$ cat src/hw/rtl/hsdf_pkg.sv
// Shared constants, types and codes for the hash set dedup filter.
// No dependencies; every RTL source but the assertion macros header refers to it by scoped names.
`default_nettype none

package hsdf_pkg;

  // Table geometry and probe bound
  localparam int TABLE_SLOTS   = 65536;
  localparam int SLOT_W        = $clog2(TABLE_SLOTS);
  localparam int PROBE_LIMIT   = 4096;
  localparam int PROBE_CNT_W   = $clog2(PROBE_LIMIT + 1);

  // Field widths
  localparam int KEY_W         = 64;
  localparam int UNIQUE_W      = 17;
  localparam int OVERFLOW_W    = 32;
  localparam int INDEX_BITS_W  = 5;

  // Configuration port
  localparam int CFG_INDEX_W   = 1;
  localparam int CFG_DATA_W    = 5;
  localparam logic [CFG_INDEX_W-1:0] CFG_REPORT_REPEATED = 1'b0;
  localparam logic [CFG_INDEX_W-1:0] CFG_INDEX_BITS      = 1'b1;
  localparam logic [INDEX_BITS_W-1:0] INDEX_BITS_RESET   = 5'd16;
  localparam logic [INDEX_BITS_W-1:0] INDEX_BITS_MIN     = 5'd4;

  // Queue between classifier and prober (power of two)
  localparam int QUEUE_DEPTH   = 2;
  localparam int QPTR_W        = $clog2(QUEUE_DEPTH);
  localparam int QCNT_W        = $clog2(QUEUE_DEPTH + 1);

  typedef enum logic [1:0] {
    OUT_NEW = 2'd0,
    OUT_DUP = 2'd1,
    OUT_OVF = 2'd2
  } outcome_t;

  // One classified item waiting for the prober
  typedef struct packed {
    logic [KEY_W-1:0]  key_hash;
    logic [SLOT_W-1:0] start_idx;
    logic [SLOT_W-1:0] mask;
    logic              report_repeated;
  } entry_t;

  // Prober status seen by the front
  typedef struct packed {
    logic clearing;
  } status_t;

endpackage

`default_nettype wire

$ cat src/hw/rtl/hsdf_if.sv
// Valid/ready channel interfaces for the hash set dedup filter.
// Depends on hsdf_pkg for field widths.
`default_nettype none

interface hsdf_in_if;
  logic                          valid;
  logic                          ready;
  logic [hsdf_pkg::KEY_W-1:0]    key_hash;

  modport source (output valid, output key_hash, input ready);
  modport sink   (input valid, input key_hash, output ready);
endinterface


`default_nettype wire

$ cat src/hw/rtl/hsdf_front.sv
// Front of the dedup filter: configuration registers, input accept, classification.
// Depends on hsdf_pkg and hsdf_in_if.
`default_nettype none

module hsdf_front (
  input  wire logic                              clk,
  input  wire logic                              rst,
  hsdf_in_if.sink                                items,
  input  wire logic                              cfg_we,
  input  wire logic [hsdf_pkg::CFG_INDEX_W-1:0]  cfg_index,
  input  wire logic [hsdf_pkg::CFG_DATA_W-1:0]   cfg_data,
  input  wire hsdf_pkg::status_t                 status,
  input  wire logic                              q_full,
  output logic                                   push,
  output hsdf_pkg::entry_t                       entry
);

  logic                                  report_repeated;
  logic [hsdf_pkg::INDEX_BITS_W-1:0]     index_bits;
  logic [hsdf_pkg::INDEX_BITS_W-1:0]     bits_eff;
  logic [hsdf_pkg::SLOT_W-1:0]           mask;

  // Write configuration registers
  always_ff @(posedge clk) begin
    if (rst) begin
      report_repeated <= 1'b0;
      index_bits      <= hsdf_pkg::INDEX_BITS_RESET;
    end else if (cfg_we) begin
      case (cfg_index)
        hsdf_pkg::CFG_REPORT_REPEATED: report_repeated <= cfg_data[0];
        hsdf_pkg::CFG_INDEX_BITS:      index_bits      <= cfg_data;
        default: ;
      endcase
    end
  end

  // Build the index mask: at least four bits, at most the table width
  always_comb begin
    bits_eff = (index_bits < hsdf_pkg::INDEX_BITS_MIN) ? hsdf_pkg::INDEX_BITS_MIN
                                                        : index_bits;
    for (int i = 0; i < hsdf_pkg::SLOT_W; i++) begin
      mask[i] = (hsdf_pkg::INDEX_BITS_W'(i) < bits_eff);
    end
  end

  // Accept while the queue has room and the table is not being cleared
  assign items.ready = !q_full && !status.clearing;
  assign push        = items.valid && items.ready;

  always_comb begin
    entry.key_hash        = items.key_hash;
    entry.start_idx       = items.key_hash[hsdf_pkg::SLOT_W-1:0] & mask;
    entry.mask            = mask;
    entry.report_repeated = report_repeated;
  end

endmodule

`default_nettype wire

$ cat src/flat_wrapper.sv
// flat-port wrapper written by rule: the top's interface ports become plain ports
module hsdf_front_flat 
  (clk, rst, cfg_we, cfg_index, cfg_data, status, q_full, push, entry, items_valid, items_key_hash, items_ready);
  hsdf_in_if items_i ();
  input  wire logic clk;
  input  wire logic rst;
  input  wire logic cfg_we;
  input  wire logic [hsdf_pkg::CFG_INDEX_W-1:0] cfg_index;
  input  wire logic [hsdf_pkg::CFG_DATA_W-1:0] cfg_data;
  input  wire hsdf_pkg::status_t status;
  input  wire logic q_full;
  output logic push;
  output hsdf_pkg::entry_t entry;
  input wire logic [$bits(items_i.valid)-1:0] items_valid;
  input wire logic [$bits(items_i.key_hash)-1:0] items_key_hash;
  output wire logic [$bits(items_i.ready)-1:0] items_ready;
  assign items_i.valid = items_valid;
  assign items_i.key_hash = items_key_hash;
  assign items_ready = items_i.ready;
  hsdf_front u_core (.clk(clk), .rst(rst), .items(items_i), .cfg_we(cfg_we), .cfg_index(cfg_index), .cfg_data(cfg_data), .status(status), .q_full(q_full), .push(push), .entry(entry));
endmodule
$ cat config.mk
export PLATFORM = sky130hd
export DESIGN_NAME = hsdf_front_flat
export DESIGN_NICKNAME = d
export VERILOG_FILES = /design/src/hw/rtl/hsdf_pkg.sv /design/src/hw/rtl/hsdf_if.sv /design/src/hw/rtl/hsdf_front.sv /design/src/flat_wrapper.sv
export SDC_FILE = /design/constraint.sdc
export NUM_CORES = 1
export LEC_CHECK = 0
export ABC_AREA = 1
export BUFFER_PORTS_ARGS = -buffer_cell sky130_fd_sc_hd__buf_2
export CORE_AREA = 2 2 67 69
export CTS_CLUSTER_DIAMETER = 200
export DETAILED_ROUTE_END_ITERATION = 10
export DIE_AREA = 0 0 69 71
export PLACE_DENSITY = 0.86
export SLEW_MARGIN = 25
export SYNTH_ARGS = -nofsm -noshare
export SYNTH_HDL_FRONTEND = slang
export SYNTH_SLANG_ARGS = --single-unit
$ cat constraint.sdc
create_clock -name clk -period 1.2 [get_ports clk]
set_input_delay 0 -clock clk [delete_from_list [all_inputs] [get_ports clk]]
set_output_delay 0 -clock clk [all_outputs]
set_load 0.005 [all_outputs]
==> summary.md, run 1 <==
| Metric | Value |
|---|---|
| Initial antenna violation count | `0` |
| Crit path kind | `reg -> out` |
| Detailed-route via count | `782` |
| Critical Path Source | `u_core.index_bits[4]` |
| VDD IR max | `0.4934 mV` |
| FF/Latch Area | `131.4 sq um` |
| Final hold violations | `0` |
| Non-filler cells, final | `204` |
| Post-synthesis xor/xnor area fraction | `0` |
| Status | `finished with violations` |
| Placed cell count | `197` |
| Post-Syn Area | `1013 sq um` |
| Total Die Area | `4899 sq um` |
| Worst Path Max Fanout | `6` |
| Total GRT Usage | `0.08929` |
| Die Span X | `69 microns` |
| Post-synth EDFFs | `0` |
| Post-Synth Adder-Cell Area | `0` |
| CP Data Required Time | `1.20 ns` |
| Initial DRC count | `7` |
| CTS buffer count | `3` |
| Startpoint types | `flop` |
| GRT overflow | `0` |
| WL final | `2313 microns` |
| Largest family of logic cells by synthesized area | `buffers and inverters` |
| Area growth, synth to finish | `-0.2469%` |
| Compound-gate portion of the synthesized area | `0.08642` |
| Clock Sinks | `6` |
| Post-route setup slack | `-0.01835 ns` |
| Largest net degree at the start of global routing | `8` |
| I/O Pins | `175` |
| Die Span Y | `71 microns` |
| Clk_lat worst skew | `0.22 ns` |
| RSZ-0062 raised after global routing | `yes` |
| Total Power | `0.0008678 W` |
| Top cell type's share of synthesized area | `0.5111` |
| Setup TNS Final | `-0.02970 ns` |
| Detailed-route DRC error count | `0` |
| Met1 GRT Util | `0.08935` |
| Register clock-pin slew on the reported worst setup and hold paths | `0.04 ns` |
| Post-route antenna net violation count | `0` |
| Mux share of post-synthesis cell area | `0` |
| Number of global-route vias before repair | `733` |
| HPWL Detailed | `2075 microns` |
| GR Layer Usage met2 | `0.1496` |
| Detailed Routing Iterations Pass 1 | `2` |
| Tightest Hold Check Type | `in -> out` |
| Final Cycle Share | `1.015` |
| P_leak | `0.5720 nW` |
| Yosys top cell by area | `buf_4` |
| Yosys reg bits | `6` |
| CTS tree | `yes` |
| Fmax | `820.8 MHz` |
| Initial Utilization | `0.2411` |
| Worst Hold Path Cells | `0` |
| Crit path time final | `1.218 ns` |
| Count leader, synth | `buf_4` |
| H-tree depth | `1` |
| PwrDens | `858.4 nW/um^2` |
| Root Buffer | `clkbuf_8` |
| Fin. max-slew vios | `0` |
| Cell count after synthesis | `154` |
| Final Wtd Congestion | `0.6975` |
| Share of layout cells above drive strength 1 | `0.6250` |
| Asr flop ratio synth | `0` |
| Reg-to-reg startpoint | `u_core.index_bits[4]` |
| Area of the multi-input gates | `324.1 sq um` |
| Met3 Usage GRT | `0.03134` |
| Setup violators final | `2` |
| Nets | `230` |
| R2R Path End | `u_core.index_bits[4]` |
| First-pass GRT wire length | `3484 microns` |
| Vias per cell | `3.833` |
| Top post-synthesis cells by count | `buf_4 (69), inv_1 (17), nand2_1 (15)` |
| Flop-to-flop setup slack | `0.49 ns` |
| Final hold slack | `0.000001973 ns` |
| Core footprint | `4204 sq um` |
| # fillers | `498` |
| Post-Synth Simple-Gate Area | `0.1765` |
| Critical Path End | `entry[11]` |
| Clock Skews | `0 ns` |
| Critical path arrival | `1.22 ns` |
| CP endpoint kind | `output pin` |
| Ys flop type | `dfxtp_1` |
| Std-Cell Rows | `24` |
| Port Buffers | `62` |
| Share of the yosys chip area belonging to registers | `0.1185` |
| # Max-Cap Violations | `0` |
| Busiest layer in global routing | `met2` |
| Diodes inserted | `0` |
| Syn avg cell area | `6.581 sq um` |
| Avg WL per Cell | `11.34 microns` |
| Warnings, synthesis | `0` |
| Failing checks | `negative setup slack` |
| Clock Tree Buf Depth | `2` |
| Largest cells by area after synthesis | `buf_4 (51%), dfxtp_1 (12%), inv_1 (6.3%)` |
| R2r worst-path depth | `2` |
| Cell variety after synth | `23` |
## layer usage
layer	routed length, microns	share of wire	vias to the layer above
li1	-	-	378
met1	780	0.34	331
met2	1175	0.51	55
met3	253	0.11	18
met4	104	0.045	0
met5	0	0	-
## timing repair
item / 4_1_cts / 5_1_grt
resized for setup: 3 / 18
hold buffers: 1 / 0
endpoints found under the setup margin: 10 / 12
setup buffers: 0 / 3
gates cloned: 0 / 0
hold endpoints to repair: 1 / 0
pin swaps: 0 / 6
## flip-flops by register name (all words and copies together) (netlist names)
signal / count
u_core.report_repeated: 1
u_core.index_bits: 5
## cell type report
cell class,instances,share of cell area
Timing Repair Buffer,66,0.3577
Multi-Input combinational cell,55,0.3205
Inverter,22,0.08663
Tap cell,52,0.06436
Clock buffer,3,0.04084
Sequential cell,6,0.1300
## cell families (layout without fill, tap and decap cells)
logic type	Yosys count	count (layout)
buffers and inverters	96	91
AND/OR/NAND/NOR	37	37
AO/OA/AOI/OAI	14	14
flip-flops	6	6
other	1	4
## worst max-delay path, stage by stage, from the launching register on
cell and delay, ns:
dfxtp_4 0.36, nor2_4 0.18, inv_4 0.08, nand2_4 0.10
buf_12 0.10, nand2_1 0.05, buf_2 0.12
## cell usage in the layout, fill, tap and decap left out, types with 3 or more instances in the layout
master / instances
a21oi_1: 3
buf_2: 61
clkbuf_8: 3
conb_1: 4
dfxtp_2: 3
inv_1: 16
inv_2: 4
nand2_1: 10
nand2_2: 5
nand2_4: 3
nor2_1: 12
o21ai_0: 4
## per-stage QoR
stage	setup WS, ns	utilization	instance area (sq um)
finish	-0.01835	0.2405	1011
global route	-0.08169	0.2405	1011
CTS	0.005569	0.2188	919.6
detailed placement	0.1870	0.2054	863.3
global placement	0.2003	0.2054	863.3
floorplan	0.3762	-	1025
## worst min path at each step
| stage | from | to | slack [ns] |
|---|---|---|---|
| after floorplan | q_full | items_ready | 0.03 |
| after CTS | items_key_hash[19] | entry[52] | 0.00003 |
| after global placement | items_key_hash[19] | entry[52] | 0.00003 |
| after detailed placement | items_key_hash[19] | entry[52] | 0.00003 |
| final | items_key_hash[35] | entry[68] | 0.000002 |
| after global routing | items_key_hash[28] | entry[61] | 0.000008 |
## report_power, final
group          internal, W  switching [W]
clock             0.000215      0.0000823
combinational     0.000170       0.000169
sequential        0.000214      0.0000173
total             0.000600       0.000268
No activity file was read; power rests on OpenSTA's default activity.
==> run 2: changes to the inputs <==
Settings changed: CTS_BUF_LIST set to sky130_fd_sc_hd__clkbuf_4.
==> summary.md, run 2 (synthesis gave the netlist of run 1 again) <==
| Metric | Value |
|---|---|
| Status | `finished with violations` |
| Failing checks | `negative setup slack` |
| Die Span X | `69 microns (unchanged)` |
| Final Cycle Share | `1.006 (-0.009218)` |
| Initial antenna violation count | `0 (unchanged)` |
| Post-route antenna net violation count | `0 (unchanged)` |
| Max reg flops | `5 (unchanged)` |
| Post-route setup slack | `-0.007288 ns (+0.01106 ns)` |
| Clock Skews | `0 ns (unchanged)` |
| Vias per cell | `3.869 (+0.93%)` |
| Diodes inserted | `0 (unchanged)` |
| Worst Path Max Fanout | `6 (unchanged)` |
| Initial Utilization | `0.2411 (unchanged)` |
| Clock Sinks | `6 (unchanged)` |
| Nets | `232 (+0.87%)` |
| Largest net degree at the start of global routing | `8 (unchanged)` |
| Top Registers | `u_core.index_bits: 5 flops, u_core.report_repeated: 1 flops` |
| Core footprint | `4204 sq um (unchanged)` |
| # fillers | `500 (+0.40%)` |
| Biggest register | `u_core.index_bits` |
| Total Power | `0.0007516 W (-13%)` |
| CP Data Required Time | `1.20 ns (about the same)` |
| Fin. max-slew vios | `0 (unchanged)` |
| CP endpoint kind | `output pin` |
| Clk_lat worst skew | `0.24 ns (+0.02 ns)` |
| Critical path arrival | `1.21 ns (about the same)` |
| Detailed-route DRC error count | `0 (unchanged)` |
| Area growth, synth to finish | `-1.975%` |
| First-pass GRT wire length | `3539 microns (+1.6%)` |
| Die Span Y | `71 microns (unchanged)` |
| Detailed Routing Iterations Pass 1 | `2 (unchanged)` |
| Startpoint types | `flop` |
| Non-filler cells, final | `206 (+0.98%)` |
| GRT overflow | `0 (unchanged)` |
| Final Wtd Congestion | `0.6975 (unchanged)` |
| Placed cell count | `197 (unchanged)` |
| Root Buffer | `clkbuf_4` |
| I/O Pins | `175 (unchanged)` |
| Tightest Hold Check Type | `in -> out` |
| P_leak | `0.5599 nW (-2.1%)` |
| Clock Tree Buf Depth | `2 (unchanged)` |
| # Max-Cap Violations | `0 (unchanged)` |
| Port Buffers | `62 (unchanged)` |
| Avg WL per Cell | `11.29 microns (-0.41%)` |
| Setup violators final | `1 (-1)` |
| Crit path kind | `reg -> out` |
| Commonest cells after routing, fill and taps aside | `buf_2 (61), inv_1 (15), nor2_1 (11)` |
| Std-Cell Rows | `24 (unchanged)` |
| Number of global-route vias before repair | `748 (+2.0%)` |
| HPWL Detailed | `2075 microns (unchanged)` |
| CTS tree | `yes` |
| PwrDens | `756.6 nW/um^2 (-12%)` |
| Total GRT Usage | `0.08988 (+0.0005952)` |
| Most common cell after layout, fill and taps aside | `buf_2` |
| Initial DRC count | `2 (-5)` |
| WL final | `2326 microns (+0.56%)` |
| Setup TNS Final | `-0.007288 ns (+0.02241 ns)` |
| Share of layout cells above drive strength 1 | `0.6429 (+0.01786)` |
| Final hold violations | `0 (unchanged)` |
| Flop-to-flop setup slack | `0.49 ns (about the same)` |
| Crit path time final | `1.207 ns (-0.01106 ns)` |
| Detailed-route via count | `797 (+1.9%)` |
| RSZ-0062 raised after global routing | `yes` |
| CTS buffer count | `3 (unchanged)` |
| VDD IR max | `0.3491 mV (-29%)` |
| Fmax | `828.3 MHz (+0.92%)` |
| H-tree depth | `1 (unchanged)` |
| Total Die Area | `4899 sq um (unchanged)` |
| Register clock-pin slew on the reported worst setup and hold paths | `0.04 ns (about the same)` |
-- run 2: cell types whose count changed in the layout (fill, tap and decap cells not counted), sizes merged --
cell	change
dlygate4sd3	+1
clkinv	+1
inv	-1
buf	+1
-- run 2: timing repair --
item / 4_1_cts / 5_1_grt
hold buffers: 2 / 0
hold endpoints to repair: 2 / 0
gates cloned: 0 / 0
buffers inserted: 3 / 1
setup endpoints to repair: 11 / 17
pin swaps: 2 / 4
resized for setup: 11 / 12
-- run 2: final timing paths --
check                         startpoint                      to  cells after the start
setup / recovery    u_core.index_bits[4]               entry[29]                      7
hold / removal        items_key_hash[35]               entry[68]                      0
setup reg to reg    u_core.index_bits[4]    u_core.index_bits[4]                      2
hold reg to reg   u_core.report_repeated  u_core.report_repeated                      2
-- run 2: report_power, final --
part	internal [W]	leakage [nW]	switching, W
sequential	0.000213	0.0512	0.0000164
combinational	0.000169	0.495	0.000168
clock	0.000113	0.0138	0.0000723
total	0.000495	0.560	0.000257
-- run 2: stage by stage --
| stage | cell area, sq um | hold slack [ns] | utilization | setup WS (ns) |
|---|---|---|---|---|
| floorplan | 1025 | 0.02691 | - | 0.3762 |
| global placement | 863.3 | 0.00003458 | 0.2054 | 0.2003 |
| detailed placement | 863.3 | 0.00003458 | 0.2054 | 0.1870 |
| CTS | 958.4 | 0.00003458 | 0.2280 | -0.01911 |
| global route | 993.5 | 0.000007789 | 0.2363 | -0.08090 |
| finish | 993.5 | 0.000001973 | 0.2363 | -0.007288 |
-- run 2: routing by layer --
layer,part of all wire,up-vias,global-route usage
met3,0.11,21,0.03134
met4,0.052,0,0.07407
met2,0.50,58,0.1485
li1,-,381,-
met1,0.33,337,0.09192
met5,0,-,0
-- run 2: area by class of cell --
class	instances	area (sq um)	area share
tap	52	65.06	0.06549
clock buffer	3	22.52	0.02267
multi-input combinational	55	314.1	0.3161
sequential	6	131.4	0.1322
timing repair buffer	68	370.4	0.3728
inverter	22	90.09	0.09068
-- run 2: worst max-delay path: stages (launching register included) --
cell,delay (ns)
dfxtp_4,0.36
nor2_4,0.15
inv_4,0.08
nand2_4,0.09
clkinv_4,0.06
nand2_4,0.07
nor2_2,0.03
buf_2,0.11
