$ cat src/hw/rtl/hsdf_pkg.sv
// Shared constants, types and codes for the hash set dedup filter.
// No dependencies; every RTL source but the assertion macros header refers to it by scoped names.
`default_nettype none

package hsdf_pkg;

  // Table geometry and probe bound
  localparam int TABLE_SLOTS   = 65536;
  localparam int SLOT_W        = $clog2(TABLE_SLOTS);
  localparam int PROBE_LIMIT   = 4096;
  localparam int PROBE_CNT_W   = $clog2(PROBE_LIMIT + 1);

  // Field widths
  localparam int KEY_W         = 64;
  localparam int UNIQUE_W      = 17;
  localparam int OVERFLOW_W    = 32;
  localparam int INDEX_BITS_W  = 5;

  // Configuration port
  localparam int CFG_INDEX_W   = 1;
  localparam int CFG_DATA_W    = 5;
  localparam logic [CFG_INDEX_W-1:0] CFG_REPORT_REPEATED = 1'b0;
  localparam logic [CFG_INDEX_W-1:0] CFG_INDEX_BITS      = 1'b1;
  localparam logic [INDEX_BITS_W-1:0] INDEX_BITS_RESET   = 5'd16;
  localparam logic [INDEX_BITS_W-1:0] INDEX_BITS_MIN     = 5'd4;

  // Queue between classifier and prober (power of two)
  localparam int QUEUE_DEPTH   = 2;
  localparam int QPTR_W        = $clog2(QUEUE_DEPTH);
  localparam int QCNT_W        = $clog2(QUEUE_DEPTH + 1);

  typedef enum logic [1:0] {
    OUT_NEW = 2'd0,
    OUT_DUP = 2'd1,
    OUT_OVF = 2'd2
  } outcome_t;

  // One classified item waiting for the prober
  typedef struct packed {
    logic [KEY_W-1:0]  key_hash;
    logic [SLOT_W-1:0] start_idx;
    logic [SLOT_W-1:0] mask;
    logic              report_repeated;
  } entry_t;

  // Prober status seen by the front
  typedef struct packed {
    logic clearing;
  } status_t;

endpackage

`default_nettype wire

$ cat src/hw/rtl/hsdf_queue.sv
// Short FIFO of classified items between the front and the prober.
// Depends on hsdf_pkg.
`default_nettype none

module hsdf_queue (
  input  wire logic               clk,
  input  wire logic               rst,
  input  wire logic               push,
  input  wire hsdf_pkg::entry_t   push_entry,
  output logic                    full,
  input  wire logic               pop,
  output logic                    valid,
  output hsdf_pkg::entry_t        entry
);

  hsdf_pkg::entry_t                slots [hsdf_pkg::QUEUE_DEPTH];
  logic [hsdf_pkg::QPTR_W-1:0]     wr_ptr;
  logic [hsdf_pkg::QPTR_W-1:0]     rd_ptr;
  logic [hsdf_pkg::QCNT_W-1:0]     count;

  assign full  = (count == hsdf_pkg::QCNT_W'(hsdf_pkg::QUEUE_DEPTH));
  assign valid = (count != '0);
  assign entry = slots[rd_ptr];

  // Store on push
  always_ff @(posedge clk) begin
    if (push) begin
      slots[wr_ptr] <= push_entry;
    end
  end

  // Advance pointers and occupancy
  always_ff @(posedge clk) begin
    if (rst) begin
      wr_ptr <= '0;
      rd_ptr <= '0;
      count  <= '0;
    end else begin
      if (push) begin
        wr_ptr <= wr_ptr + 1'b1;
      end
      if (pop) begin
        rd_ptr <= rd_ptr + 1'b1;
      end
      if (push && !pop) begin
        count <= count + 1'b1;
      end else if (pop && !push) begin
        count <= count - 1'b1;
      end
    end
  end

endmodule

`default_nettype wire

$ cat config.mk
export PLATFORM = sky130hd
export DESIGN_NAME = hsdf_queue
export DESIGN_NICKNAME = d
export VERILOG_FILES = /design/src/hw/rtl/hsdf_pkg.sv /design/src/hw/rtl/hsdf_queue.sv
export SDC_FILE = /design/constraint.sdc
export NUM_CORES = 1
export LEC_CHECK = 0
export BUFFER_PORTS_ARGS = -buffer_cell sky130_fd_sc_hd__buf_4
export CORE_MARGIN = 2
export CORE_UTILIZATION = 35
export DETAILED_ROUTE_END_ITERATION = 10
export SETUP_SLACK_MARGIN = 0.3
export SLEW_MARGIN = 0
export SYNTH_ARGS = -nofsm -noshare
export SYNTH_HDL_FRONTEND = slang
export SYNTH_SLANG_ARGS = --single-unit
$ cat constraint.sdc
create_clock -name clk -period 12.39 [get_ports clk]
set_clock_uncertainty 0.05 [all_clocks]
set_input_delay 0 -clock clk [delete_from_list [all_inputs] [get_ports clk]]
set_output_delay 0 -clock clk [all_outputs]
set_load 0.02 [all_outputs]
==> results of run 1 <==
## where the power goes
group	total [mW]	leakage (nW)	internal (mW)	switching (mW)
clock	0.500	0.257	0.258	0.242
sequential	0.802	1.86	0.785	0.0164
combinational	0.246	1.93	0.129	0.117
total	1.55	4.05	1.17	0.375
## through the flow
stage | instance area (µm²) | setup WS, ns | hold slack [ns] | utilization [%] | cells
2_1_floorplan | 7320 | 7.15 | 0.0191 | - | 324
6_report | 10600 | 9.74 | 0.252 | 52.3 | 918
5_1_grt | 10600 | 9.52 | 0.228 | 52.3 | 918
3_5_place_dp | 9110 | 10.01 | 0.138 | 44.7 | 785
4_1_cts | 10600 | 9.63 | 0.223 | 52.3 | 918
3_3_place_gp | 9110 | 10.07 | 0.136 | 44.7 | 785
## Yosys cell counts, drive strengths merged
cell	n	share of area [%]
inv	1	0.051
mux2	97	16
and2	1	0.085
or3	1	0.085
nor2	4	0.20
dfxtp	5	1.4
o21ai	1	0.068
xor2	2	0.24
xnor2	2	0.24
or2	1	0.085
edfxtp	194	80
a21oi	1	0.068
buf	11	1.2
nor2b	2	0.17
ha	1	0.17
## sequential cells by signal, indices dropped and copies added (netlist names), named ones only
signal,flops
count,2
slots,194
rd_ptr,1
wr_ptr,1
## cells by family after synthesis
logic type / count (synthesis) / synth area share, %
flops: 199 / 80.9
mux: 97 / 16.5
buf+inv: 12 / 1.23
simple gates: 9 / 0.632
xor+xnor: 4 / 0.478
compound gates: 2 / 0.137
fa+ha+maj: 1 / 0.171
## how the worst max path moves through the flow
stage / start / endpoint / slack [ns]
after global placement: wr_ptr / slots[0][61] / 10.07
after detailed placement: wr_ptr / slots[0][62] / 10.01
after floorplan: wr_ptr / slots[0][0] / 7.15
final: register / entry[92] / 9.74
after global routing: register / entry[89] / 9.52
after CTS: register / entry[92] / 9.63
## what timing repair did
| action | CTS | global route |
|---|---|---|
| endpoints found under the hold margin | 199 | 0 |
| hold buffers | 101 | 0 |
| gates resized for setup | 0 | 0 |
| setup buffers | 0 | 0 |
| setup endpoints to repair | 0 | 0 |
## routing by layer
layer / track usage [%] / up-vias / part of all wire (%)
met5: 0 / - / 0
li1: - / 1901 / -
met3: 4.36 / 11 / 6.2
met4: 4.43 / 0 / 1.1
met2: 23.2 / 132 / 52
met1: 16.3 / 2002 / 41
## critical path, stage by stage (launching register included)
cell and delay [ns]:
dfxtp_4 0.80, buf_4 0.74, mux2_2 0.43, buf_4 0.16
## layout make-up
| cell class | instances | area, µm² | share of cell area [%] |
|---|---|---|---|
| clock buffer | 18 | 429 | 4.03 |
| clock inverter | 14 | 101 | 0.952 |
| inverter | 1 | 3.75 | 0.0353 |
| multi-input combinational | 113 | 1320 | 12.4 |
| sequential | 199 | 5930 | 55.7 |
| tap | 270 | 338 | 3.17 |
| timing repair buffer | 303 | 2530 | 23.7 |
==> results_dict.tcl, run 1 <==
set metrics [dict create \
    outcome "complete, no violations" \
    p_leak_nw 4.05 \
    synth-seq-area-share_pct 80.9 \
    cp-start-kind "register" \
    clk_path_buf_depth 2 \
    fmax_mhz 378 \
    rsz0062_at_grt "no" \
    postRouteAntennaNets 0 \
    vias 4046 \
    end_kind "output pin" \
    critPathKind "reg2out" \
    syn_area_per_cell_um2 22.6 \
    fp.dieH_um 149 \
    htreeDepth 4 \
    slew_violations 0 \
    ios 200 \
    peakVddDrop_uv 91.9 \
    dp_hpwl_mm 9.03 \
    die_w_um 149 \
    setup-tns-final_ns 0 \
    row_count 52 \
    synth_nets 426 \
    period_needed_ns 2.65 \
    portBuffers 199 \
    syn-instance-count 324 \
    final_common_cell "buf_4" \
    area_growth_syn_to_layout_pct 45.4 \
    worstPathMaxFanout 52 \
    route.detailed.drc 0 \
    dieArea_mm2 0.0221 \
    cts-root-buf "clkbuf_16" \
    insertion_delay_ns 0.42 \
    setup_viol_count_final 0 \
    r2r_cells 2 \
    tightest_slew_ns 1.11 \
    initial_core_util_pct 36.0 \
    ys_ff_latch 199 \
    wl_mm 14.9 \
    drive_above_1_share_pct 51.2 \
    numCtsBuffers 17 \
    antenna_cells 0 \
    drtIter0Drc 177 \
    grt.total_usage_pct 13.5 \
    final_hold_viol_count 0 \
    grt_max_degree 78 \
    drt-pass1-iter-count 4 \
    antenna_found_initial 0 \
    yosysWarnings 0 \
    min_from "push_entry[36]" \
    slew_headroom_pct 26.3 \
    cts_tree "yes" \
    timing.final.crit_share_pct 21.4 \
    min_to "slots[1][36]" \
    clock-sinks 199 \
    avgRoutedWirePerCell_um 16.2 \
    clkTransAtPathRegs_ns 0.07 \
    hp-class "in2reg" \
    r2r_start "wr_ptr" \
    vias_per_cell 4.41 \
    r2r-end "slots[0][43]" \
    reg2reg_setup_slack_ns 10.03 \
    crit_arrival_ns 2.60 \
    required_ns 12.34 \
    grt_pass1_wl_mm 22.6 \
    hold_depth 2 \
    final_cell_mix "buf_4, edfxtp_1, dlygate4sd3_1" \
    fin_nets 737 \
    gp_congestion 0.725 \
    fillers 1636 \
    p_per_area_mw_per_mm2 145 \
    coreArea_mm2 0.0204 \
    finalPower_mw 1.55 \
    syn_area_mm2 0.00732 \
    max_cap_viol_count 0 \
    synth.distinct_cells 17 \
    grt_overflow_total 0 \
    grt_pass1_vias 4374 \
]
No activity file was read; power rests on OpenSTA's default activity.
==> run 2, diff against run 1 <==
==> constraint.sdc (replaced) <==
create_clock -name clk -period 2.35 [get_ports clk]
set_clock_uncertainty 0.05 [all_clocks]
set_input_delay 0 -clock clk [delete_from_list [all_inputs] [get_ports clk]]
set_output_delay 0 -clock clk [all_outputs]
set_load 0.02 [all_outputs]
==> run 2 against run 1 <==
Net effect:
- sequential share of layout area shrank 0.56 points
- worst setup slack got worse by 9.3 ns
- combinational power rose to 5.4 times the previous value
- clock-buffer cell count rose by 1
- largest cell class unchanged
- sequential power rose to 5.2 times the previous value
- register-to-register slack worse by 9.2 ns
- highest routed layer unchanged
- wire length decreased by 2.6%
- cell count increased by 0.33%
- total power rose to 5.4 times the previous value
==> results_dict.tcl, run 2 (same netlist as run 1, synthesis figures left out) <==
set metrics [dict create \
    outcome "complete, no violations" \
    critPathMaxStageDelay_ns 0.56 \
    cts-root-buf "clkbuf_16" \
    largest_reg_flops 194 \
    slew_violations 0 \
    critPathKind "reg2out" \
    drtIter0Drc 123 \
    row_count 52 \
    rsz0062_at_grt "no" \
    p_leak_nw 4.10 \
    slew_headroom_pct 59.6 \
    tightest_slew_ns 0.606 \
    final_cell_mix "buf_4, edfxtp_1, dlygate4sd3_1" \
    numCtsBuffers 17 \
    finalPower_mw 8.32 \
    crit_arrival_ns 1.87 \
    clkTransAtPathRegs_ns 0.08 \
    p_per_area_mw_per_mm2 773 \
    multi_input_area_mm2 0.00132 \
    setup-tns-final_ns 0 \
    initial_core_util_pct 36.0 \
    cp-start-kind "register" \
    grt_max_degree 56 \
    crit_family "flip-flops" \
    clk_path_buf_depth 2 \
    grt_pass1_wl_mm 22.1 \
    antenna_found_initial 0 \
    insertion_delay_ns 0.42 \
    vias 4056 \
    portBuffers 199 \
    timing.final.crit_share_pct 81.9 \
    die_w_um 149 \
    final_hold_viol_count 0 \
    clock-sinks 199 \
    area_growth_syn_to_layout_pct 46.9 \
    grt_overflow_total 0 \
    grt.total_usage_pct 13.0 \
    end_kind "output pin" \
    peakVddDrop_uv 474 \
    fmax_mhz 520 \
    hp-class "in2reg" \
    vias_per_cell 4.40 \
    drive_above_1_share_pct 51.8 \
    cts_tree "yes" \
    stdcell_area_mm2 0.0108 \
    fin_nets 740 \
    setup_viol_count_final 0 \
    route.detailed.drc 0 \
    cts_setup_buffers 0 \
    ios 200 \
    register_area_mm2 0.00593 \
    top_regs "slots: 194 flops, count: 2 flops" \
    gp_congestion 0.719 \
    timing.hold.ws_ns 0.241 \
    grt_pass1_vias 4447 \
    crit_buf_inv 2 \
    setup_ws_ns 0.425 \
    max_cap_viol_count 0 \
    period_needed_ns 1.92 \
    required_ns 2.30 \
    coreArea_mm2 0.0204 \
    placed_area_mm2 0.00918 \
    fp.dieH_um 149 \
    antenna_cells 0 \
    dieArea_mm2 0.0221 \
    dp_slack_ns 0.852 \
    final_common_cell "buf_4" \
    drt-pass1-iter-count 7 \
    dp_hpwl_mm 9.14 \
    fillers 1675 \
    worstPathMaxFanout 32 \
    postRouteAntennaNets 0 \
    reg2reg_setup_slack_ns 0.85 \
    crit_chain "buf_12 -> mux2_2 -> buf_4" \
    htreeDepth 4 \
    wl_mm 14.5 \
    top_register "slots" \
    avgRoutedWirePerCell_um 15.8 \
    slowest_stage "dfxtp_4" \
]
-- run 2: changes by cell type in the layout (fill, tap and decap cells not counted) --
cell	delta
clkinvlp_4	-2
inv_6	+5
dfxtp_1	-1
clkinv_4	-2
clkinv_1	-2
dfxtp_2	+1
clkinv_2	-3
buf_12	+4
inv_8	+1
buf_4	-1
clkbuf_1	+1
clkinv_8	+2
-- run 2: worst reg2reg max path: cells and delay by family (launching register included) --
| family | cells | cell delay [ns] |
|---|---|---|
| flops | 1 | 0.37 |
| buf+inv | 1 | 0.40 |
| simple gates | 1 | 0.32 |
-- run 2: worst paths after layout --
path,cells after the start,from,end
worst max-delay path,3,register,entry[83]
worst min-delay path,2,push_entry[38],slots[0][38]
worst max register to register,2,wr_ptr,slots[1][76]
worst min register to register,2,count[1],count[1]
-- run 2: power by group --
| group | switching, mW | total [mW] | internal, mW |
|---|---|---|---|
| Combinational | 0.639 | 1.34 | 0.701 |
| Clock | 1.36 | 2.77 | 1.42 |
| Sequential | 0.0660 | 4.20 | 4.14 |
-- run 2: repair_timing --
item | CTS | global route
setup endpoints to repair | 0 | 0
hold buffers | 101 | 0
resized for setup | 0 | 0
hold endpoints to repair | 199 | 0
-- run 2: cell type report --
type | count | area share [%]
repair buffers | 306 | 24.2
clock buffers | 19 | 4.02
flip-flops and latches | 199 | 55.1
multi-input cells | 113 | 12.3
clock inverters | 13 | 1.24
well taps | 270 | 3.14
inverters | 1 | 0.0349
-- run 2: per-stage QoR --
stage / util [%] / std cells
floorplan: - / 324
global placement: 45.1 / 788
detailed placement: 45.1 / 788
CTS: 52.8 / 921
global route: 52.8 / 921
finish: 52.8 / 921
-- run 2: routing by layer --
layer | vias up | GRT usage [%] | wire (µm)
met4 | 0 | 4.90 | 240
met2 | 133 | 23.4 | 7470
met1 | 1992 | 15.0 | 6050
li1 | 1911 | - | -
met5 | - | 0 | 0
met3 | 20 | 3.13 | 760
==> run 3, diff against run 2 <==
==> constraint.sdc (replaced) <==
create_clock -name clk -period 1.59 [get_ports clk]
set_clock_uncertainty 0.05 [all_clocks]
set_input_delay 0 -clock clk [delete_from_list [all_inputs] [get_ports clk]]
set_output_delay 0 -clock clk [all_outputs]
set_load 0.02 [all_outputs]
==> run 3 against run 2 <==
Net effect:
- the run now ends with negative setup slack left
- first-iteration DRC count increased by 59%
- total power increased by 61%
- combinational power increased by 100%
- worst hold slack got worse by 0.0029 ns
- die area unchanged
- critical path depth increased by 1
- via count increased by 5.1%
- wire length increased by 21%
- core utilization increased by 6.0 points
- largest cell class unchanged
- largest power group unchanged
==> results_dict.tcl, run 3 (same netlist as run 1, synthesis figures left out) <==
set metrics [dict create \
    top_register "slots" \
    clkTransAtPathRegs_ns 0.07 \
    vias 4263 \
    sw_frac_of_total_pct 23.9 \
    die_w_um 149 \
    outcome "finished with violations" \
    hold_depth 2 \
    r2r-end "slots[0][64]" \
    drtIter0Drc 195 \
    avgRoutedWirePerCell_um 18.5 \
    rsz0062_at_grt "yes" \
    insertion_delay_ns 0.43 \
    combPwrFrac_pct 20.3 \
    portBuffers 199 \
    busiest_layer "met2" \
    row_count 52 \
    initial_core_util_pct 36.0 \
    grt_max_degree 48 \
    grt_overflow_total 0 \
    grt.total_usage_pct 14.8 \
    period_needed_ns 1.68 \
    worstPathMaxFanout 6 \
    power_frac_clock_pct 33.2 \
    use_met2_pct 24.7 \
    antenna_found_initial 0 \
    reg2reg_setup_slack_ns 0.32 \
    fin_util_pct 58.8 \
    gp_congestion 0.712 \
    dp_hpwl_mm 9.61 \
    final_cell_mix "edfxtp_1, buf_4, buf_6" \
    p_per_area_mw_per_mm2 1120 \
    cts-root-buf "clkbuf_16" \
    required_ns 1.54 \
    power_frac_seq_pct 46.5 \
    crit_arrival_ns 1.63 \
    min_to "slots[1][20]" \
    largest_reg_flops 194 \
    p_sw_mw 3.19 \
    end_kind "output pin" \
    finalPower_mw 13.4 \
    postRouteAntennaNets 0 \
    clock-sinks 199 \
    area_growth_syn_to_layout_pct 63.4 \
    slew_violations 0 \
    grt_pass1_vias 4688 \
    grt_pass1_wl_mm 24.6 \
    drt-pass1-iter-count 4 \
    final_hold_viol_count 0 \
    dp_slack_ns 0.229 \
    coreArea_mm2 0.0204 \
    peakVddDrop_uv 700 \
    numCtsBuffers 17 \
    tightest_slew_ns 0.266 \
    hp-class "in2reg" \
    max_cap_viol_count 0 \
    route.detailed.drc 0 \
    use_met1_pct 18.0 \
    top_regs "slots: 194 flops, count: 2 flops" \
    stdcell_area_mm2 0.0120 \
    p_int_mw 10.2 \
    setup_ws_ns -0.0868 \
    timing.final.crit_share_pct 105 \
    final_common_cell "edfxtp_1" \
    antenna_cells 0 \
    drive_above_1_share_pct 54.0 \
    cts_tree "yes" \
    htreeDepth 4 \
    r2r_start "wr_ptr" \
    clk_path_buf_depth 2 \
    critPathKind "reg2out" \
    dieArea_mm2 0.0221 \
    violations "negative setup slack" \
    setup_viol_count_final 97 \
    fin_nets 766 \
    fmax_mhz 596 \
    fp.dieH_um 149 \
    r2r_cells 2 \
    min_from "push_entry[20]" \
    placed_area_mm2 0.00926 \
    wl_mm 17.5 \
    p_leak_nw 4.73 \
    grt_util_met3_pct 5.03 \
    slew_headroom_pct 82.2 \
    vias_per_cell 4.51 \
    ios 200 \
    cp-start-kind "register" \
]
-- run 3: per-layer routing --
metal	vias up	wire, µm	part of all wire, %
li1	1958	-	-
met1	2126	7340	42
met2	156	8890	51
met3	23	1020	5.8
met4	0	284	1.6
met5	-	0	0
-- run 3: worst max-delay path by stage --
stage / cells after the start / end / start
finish: 4 / entry[18] / register
global route: 4 / entry[18] / register
CTS: 4 / entry[16] / register
detailed placement: 2 / slots[1][54] / wr_ptr
global placement: 2 / slots[1][54] / wr_ptr
floorplan: 1 / slots[0][0] / wr_ptr
-- run 3: power by group through the flow --
stage               clock, mW  sequential (mW)  combinational (mW)
detailed placement          0             6.32                1.85
finish                   4.44             6.21                2.72
global route             4.76             6.24                2.85
global placement            0             6.30                1.82
floorplan                   0             6.29                1.02
CTS                      4.54             6.21                2.38
-- run 3: worst max-delay path, cell delays in order (launching register included) --
cell and delay [ns]:
dfxtp_4 0.43, buf_12 0.16, clkbuf_16 0.16, mux2_4 0.32
buf_6 0.14
-- run 3: final cells by class --
cell class / instances / area [µm²]
Multi-Input combinational cell: 113 / 1590
Sequential cell: 199 / 5940
Clock inverter: 13 / 170
Inverter: 1 / 3.75
Fill cell: 1503 / 8390
Tap cell: 270 / 338
Timing Repair Buffer: 332 / 3510
Clock buffer: 18 / 429
-- run 3: per-stage QoR --
step           TNS [ns]  instances  hold WS (ns)
2_1_floorplan   -108.70        324        0.0150
3_3_place_gp          0        793         0.136
3_5_place_dp          0        793         0.137
4_1_cts           -9.16        937         0.220
5_1_grt           -9.26        946         0.231
6_report          -4.59        946         0.238
-- run 3: timing repair --
action,CTS,global route
setup endpoints to repair,182,103
setup buffers,10,0
cloned,3,9
endpoints found under the hold margin,199,0
pin swaps,1,0
resized for setup,92,100
hold buffers,100,0
